`src/design/buddy_allocator_macros.svh`:
```
// ---------------------------------------------------------------------------
// Buddy allocator assertion macros
// Shorthand for the concurrent checks used in the allocator modules.
// ---------------------------------------------------------------------------
`ifndef BUDDY_ALLOCATOR_MACROS_SVH
`define BUDDY_ALLOCATOR_MACROS_SVH

// Same-cycle implication, disabled during reset.
`define BA_ASSERT_IMP(label, clk, rst, ante, cons, msg) \
   label: assert property (@(posedge clk) disable iff (rst) (ante) |-> (cons)) \
      else $error(msg);

// Next-cycle implication, disabled during reset.
`define BA_ASSERT_NEXT(label, clk, rst, ante, cons, msg) \
   label: assert property (@(posedge clk) disable iff (rst) (ante) |=> (cons)) \
      else $error(msg);

`endif

```
`src/design/ba_pkg.sv`:
```
// ---------------------------------------------------------------------------
// Buddy allocator package
// Sizes, codes, the block table entry layout and the controller interface.
// ---------------------------------------------------------------------------
package ba_pkg;

   // Memory holds 2^LOG_MEM units; owners are OWNER_W bits wide.
   localparam int LOG_MEM   = 10;
   localparam int OWNER_W   = 8;
   localparam int MEM_UNITS = 1 << LOG_MEM;
   localparam int ORD_W     = $clog2(LOG_MEM + 1);
   localparam int PTR_W     = LOG_MEM + 1;

   // Request kinds.
   localparam logic REQ_ALLOC = 1'b0;
   localparam logic REQ_FREE  = 1'b1;

   // Error codes.
   localparam logic [1:0] ERR_NONE     = 2'd0;
   localparam logic [1:0] ERR_NO_SPACE = 2'd1;
   localparam logic [1:0] ERR_NO_OWNER = 2'd2;

   // One block table entry, kept at the start address of a block.
   typedef struct packed {
      logic               head;
      logic               is_free;
      logic [ORD_W-1:0]   ord;
      logic [OWNER_W-1:0] who;
   } entry_type;

   localparam int ENTRY_W = $bits(entry_type);

   // Commands from the controller to the datapath.
   typedef struct packed {
      logic clr_step;
      logic start;
      logic scan_rd;
      logic scan_next;
      logic hit;
      logic split_step;
      logic alloc_fin;
      logic merge_rd;
      logic merge_step;
      logic merge_fin;
      logic fail;
      logic load_rsp;
   } cmd_type;

   // Status from the datapath to the controller.
   typedef struct packed {
      logic ptr_end;
      logic hit;
      logic is_free_req;
      logic cur_gt_want;
      logic cur_top;
      logic buddy_ok;
   } stat_type;

endpackage

```
`src/design/ba_ctrl.sv`:
```
// ---------------------------------------------------------------------------
// Buddy allocator controller
// Sequences table clearing, the block walk, splitting, merging and replies.
// ---------------------------------------------------------------------------
`include "buddy_allocator_macros.svh"

module ba_ctrl import ba_pkg::*; (
   input  logic     clock,
   input  logic     reset,
   input  logic     req_valid,
   output logic     req_ready,
   output logic     rsp_valid,
   input  logic     rsp_ready,
   input  stat_type stat,
   output cmd_type  cmd
);
   localparam logic [3:0] S_CLEAR     = 4'd0;
   localparam logic [3:0] S_IDLE      = 4'd1;
   localparam logic [3:0] S_SCAN_RD   = 4'd2;
   localparam logic [3:0] S_SCAN_CHK  = 4'd3;
   localparam logic [3:0] S_SPLIT     = 4'd4;
   localparam logic [3:0] S_MERGE_RD  = 4'd5;
   localparam logic [3:0] S_MERGE_CHK = 4'd6;
   localparam logic [3:0] S_MERGE_END = 4'd7;
   localparam logic [3:0] S_DONE      = 4'd8;

   logic [3:0] state_ff, state_in;
   logic       rsp_valid_ff, rsp_valid_in;
   logic       accept;

   assign req_ready = (state_ff == S_IDLE);
   assign accept    = req_valid & req_ready;
   assign rsp_valid = rsp_valid_ff;

   // Next state and commands.
   always_comb begin
      state_in     = state_ff;
      cmd          = '0;
      rsp_valid_in = rsp_valid_ff & ~rsp_ready;
      unique case (state_ff)
         S_CLEAR: begin
            if (stat.ptr_end) begin
               state_in = S_IDLE;
            end else begin
               cmd.clr_step = 1'b1;
            end
         end
         S_IDLE: begin
            if (accept) begin
               cmd.start = 1'b1;
               state_in  = S_SCAN_RD;
            end
         end
         S_SCAN_RD: begin
            if (stat.ptr_end) begin
               cmd.fail = 1'b1;
               state_in = S_DONE;
            end else begin
               cmd.scan_rd = 1'b1;
               state_in    = S_SCAN_CHK;
            end
         end
         S_SCAN_CHK: begin
            if (stat.hit) begin
               cmd.hit  = 1'b1;
               state_in = stat.is_free_req ? S_MERGE_RD : S_SPLIT;
            end else begin
               cmd.scan_next = 1'b1;
               state_in      = S_SCAN_RD;
            end
         end
         S_SPLIT: begin
            if (stat.cur_gt_want) begin
               cmd.split_step = 1'b1;
            end else begin
               cmd.alloc_fin = 1'b1;
               state_in      = S_DONE;
            end
         end
         S_MERGE_RD: begin
            if (stat.cur_top) begin
               state_in = S_MERGE_END;
            end else begin
               cmd.merge_rd = 1'b1;
               state_in     = S_MERGE_CHK;
            end
         end
         S_MERGE_CHK: begin
            if (stat.buddy_ok) begin
               cmd.merge_step = 1'b1;
               state_in       = S_MERGE_RD;
            end else begin
               state_in = S_MERGE_END;
            end
         end
         S_MERGE_END: begin
            cmd.merge_fin = 1'b1;
            state_in      = S_DONE;
         end
         S_DONE: begin
            if (!rsp_valid_ff || rsp_ready) begin
               cmd.load_rsp = 1'b1;
               rsp_valid_in = 1'b1;
               state_in     = S_IDLE;
            end
         end
         default: begin
            state_in = S_IDLE;
         end
      endcase
   end

   // State and response valid registers.
   always_ff @(posedge clock) begin
      if (reset) begin
         state_ff     <= S_CLEAR;
         rsp_valid_ff <= 1'b0;
      end else begin
         state_ff     <= state_in;
         rsp_valid_ff <= rsp_valid_in;
      end
   end

   `BA_ASSERT_IMP(a_no_req_in_clear, clock, reset, state_ff == S_CLEAR, !req_ready, "request taken during clear")
   `BA_ASSERT_NEXT(a_accept_starts_walk, clock, reset, accept, state_ff == S_SCAN_RD, "walk did not start")
   `BA_ASSERT_IMP(a_one_table_op, clock, reset, cmd.scan_rd || cmd.merge_rd, !(cmd.split_step || cmd.merge_step || cmd.alloc_fin || cmd.merge_fin), "table read and write at once")
   `BA_ASSERT_NEXT(a_rsp_loaded, clock, reset, cmd.load_rsp, rsp_valid, "response not presented")
endmodule

```
`config.mk`:
```
export PLATFORM = sky130hd
export DESIGN_NAME = ba_ctrl
export DESIGN_NICKNAME = d
export VERILOG_FILES = /design/src/design/ba_pkg.sv /design/src/design/ba_ctrl.sv
export VERILOG_INCLUDE_DIRS = /design/src /design/src/design
export SDC_FILE = /design/constraint.sdc
export NUM_CORES = 1
export LEC_CHECK = 0
export BUFFER_PORTS_ARGS = -buffer_cell sky130_fd_sc_hd__buf_2
export CORE_AREA = 2 2 39 41
export CTS_BUF_LIST = sky130_fd_sc_hd__clkbuf_16
export CTS_CLUSTER_DIAMETER = 50
export DETAILED_ROUTE_END_ITERATION = 7
export DIE_AREA = 0 0 41 43
export GPL_TIMING_DRIVEN = 0
export PLACE_DENSITY = 0.61
export RECOVER_POWER = 50
export SLEW_MARGIN = 15
export SYNTH_ARGS = -nofsm -noshare
export SYNTH_HDL_FRONTEND = slang
export SYNTH_SLANG_ARGS = --single-unit
```
`constraint.sdc`:
```
create_clock -name clock -period 1.73 [get_ports clock]
set_clock_uncertainty 0.05 [all_clocks]
set_input_delay 0.0865 -clock clock [delete_from_list [all_inputs] [get_ports clock]]
set_output_delay 0.0865 -clock clock [all_outputs]
set_load 0.01 [all_outputs]
```
==> impl_metrics.tcl <==
set metrics [dict create \
    maxCapViolations 0 \
    cts_tree "yes" \
    postCtsSetupBuffers 0 \
    cts_made_buffers 3 \
    slowest_stage "dfxtp_1" \
    placed_cells 105 \
    worst_ep_required_time_ns 1.59 \
    drive_above_1_share 0.312 \
    grt_max_degree 11 \
    max-clock-path-buffers 2 \
    post_cts_resize_count 0 \
    overflow 0 \
    post-place-ws_ns 0.356 \
    die_w_um 41 \
    finalHoldWorstSlack_ns 0.0160 \
    ys.flop_type "dfxtp_1" \
    clk_latency_ns 0.23 \
    synth_simple_gate_area_share 0.507 \
    track_usage 0.169 \
    synth_compound_area_frac 0.223 \
    multi_input_area_um2 325 \
    setup_violations 0 \
    synthTopCellsByCount "nor2_1 (13), nor2b_1 (6), dfxtp_1 (5), nand2_1 (5), a21oi_1 (4)" \
    holdBufCountCts 0 \
    switching_share 0.204 \
    ir_drop_mv 1.08 \
    grt_pass1_wl_um 1880 \
    core_area_um2 1380 \
    gp_congestion 0.784 \
    start_kind "register" \
    drc 0 \
    final_cell_count_no_fill 109 \
    post-route-worst-setup-slack_ns 0.143 \
    synth_mux_area_frac 0 \
    synth_edf_count 0 \
    die_area_um2 1760 \
    antenna_found_initial 0 \
    grt_pass1_vias 462 \
    synthTopCellsByArea "dfxtp_1 (22%), nor2_1 (11%), nor2b_1 (8.4%)" \
    tightest_slew_ns 0.291 \
    sequentialPowerShare 0.221 \
    synth_top_area_frac 0.223 \
    cp-end-kind "output pin" \
    htree_levels 1 \
    finalHoldViolCount 0 \
    min_path_type "primary input to register" \
    placed_area_um2 584 \
    synth_xor_area_frac 0 \
    crit_fanout 10 \
    diodes 0 \
    syn_area_per_cell_um2 6.81 \
    ant_nets 0 \
    crit_top_cell "buf_2" \
    clk_pin_slew_ns 0.03 \
    root_buffer "clkbuf_16" \
    power.density_nw_per_um2 852 \
    p_leak_uw 0.000314 \
    fillerInstances 153 \
    cts_sinks 5 \
    synth_top_area_cell "dfxtp_1" \
    rsz0062_at_grt "false" \
    fin_setup_tns_ns 0 \
    synth_cells 66 \
    num_rows 14 \
    post-route-period-util 0.917 \
    slew_headroom 0.806 \
    initial_utilization 0.325 \
    period_needed_ns 1.59 \
    fin_area_um2 656 \
    netlist_area_um2 449 \
    synth_most_common_cell "nor2_1" \
    nets 104 \
    dpl.hpwl_um 966 \
    synth-async-reset-ratio 0 \
    vias_per_cell 5.18 \
    max_freq_mhz 630 \
    die_y_um 43 \
    wl_per_cell_um 11.9 \
    pwr-share-clk 0.666 \
    route.final.wire_length_um 1300 \
    ff_latch_area_um2 100 \
    slew_viol_final 0 \
    slowest_delay_ns 0.46 \
    path_cells "buf_2, nand2b_1, nor4_1, buf_2" \
    dr.first_iter.drc_count 10 \
    routed-via-count 565 \
    crit_arrival_ns 1.45 \
    first_pass_iters 4 \
    ys_seq_area_frac 0.223 \
    criticalPathCategory "register to output pin" \
    area_delta_synth_final_pct 46.0 \
    status "complete, no violations" \
    pin_count 24 \
    io_buffer_count 23 \
    synth_warnings 0 \
    synthAdderAreaFrac 0 \
    synth_top_family_by_area "simple AND/OR/NAND/NOR gates" \
    combPwrFrac 0.113 \
    syn_nets 76 \
    p_switching_uw 114 \
    p_int_uw 445 \
    synth_cell_types 27 \
    synth-seq-cells 5 \
]
-- worst paths after layout --
path                                   from     endpoint  slack [ns]  cells after the start
worst max-delay path            state_ff[2]       cmd[5]        0.14                      4
worst max register to register  state_ff[2]  state_ff[0]        0.32                      4
worst min register to register    rsp_valid    rsp_valid        0.47                      2
worst min-delay path                  reset  state_ff[0]        0.02                      2
-- placed cells by master, fill, tap and decap left out --
master / count
buf_2: 21
nor2_1: 14
nor2b_1: 6
nand2_1: 5
dfxtp_1: 5
a21oi_1: 4
clkbuf_1: 4
nor4_1: 3
nand2b_1: 3
nor3_1: 3
and3_1: 3
clkbuf_16: 3
inv_1: 2
o21ai_1: 2
o21ai_0: 2
buf_4: 1
and4_4: 1
and2_1: 1
or2_2: 1
or3b_1: 1
a211oi_1: 1
o32ai_1: 1
nand3b_1: 1
o22a_1: 1
a211oi_2: 1
nand3_1: 1
a22oi_1: 1
a2111oi_2: 1
-- sequential cells by signal (all words and copies together) (netlist names) --
name and cells:
rsp_valid 1, state_ff 4
-- per-stage QoR --
step                      utilization  total power, uW
after global routing            0.474              580
after floorplan                     -              160
after CTS                       0.479              563
after global placement          0.422              188
after detailed placement        0.422              188
final                           0.474              558
-- kinds of logic after synthesis --
family	count (synthesis)
buf+inv	4
simple gates	43
flops	5
compound gates	14
-- metal layers --
| metal | vias up | part of all wire | global-route usage |
|---|---|---|---|
| li1 | 287 | - | - |
| met1 | 251 | 0.48 | 0.213 |
| met2 | 23 | 0.40 | 0.225 |
| met3 | 4 | 0.075 | 0.0314 |
| met4 | 0 | 0.037 | 0.160 |
| met5 | - | 0 | 0 |
-- critical path, delay by kind of cell, from the launching register on --
kind | cells | cell delay [ns]
buf+inv | 2 | 0.44
flops | 1 | 0.46
simple gates | 2 | 0.32
-- power groups by stage --
| stage | Combinational [uW] | Sequential [uW] | Clock, uW |
|---|---|---|---|
| after floorplan | 36.1 | 124 | 0 |
| after global placement | 62.8 | 125 | 0 |
| after detailed placement | 63.3 | 125 | 0 |
| after CTS | 63.9 | 123 | 376 |
| after global routing | 70.9 | 124 | 386 |
| final | 63.2 | 123 | 372 |
-- layout make-up --
| type | instances | area share |
|---|---|---|
| Multi-Input combinational cell | 57 | 0.496 |
| Timing Repair Buffer | 23 | 0.168 |
| Sequential cell | 5 | 0.153 |
| Clock buffer | 3 | 0.115 |
| Tap cell | 16 | 0.0305 |
| Buffer | 3 | 0.0267 |
| Clock inverter | 1 | 0.00573 |
| Inverter | 1 | 0.00573 |
Note: power is estimated with default switching activity, not from simulation.
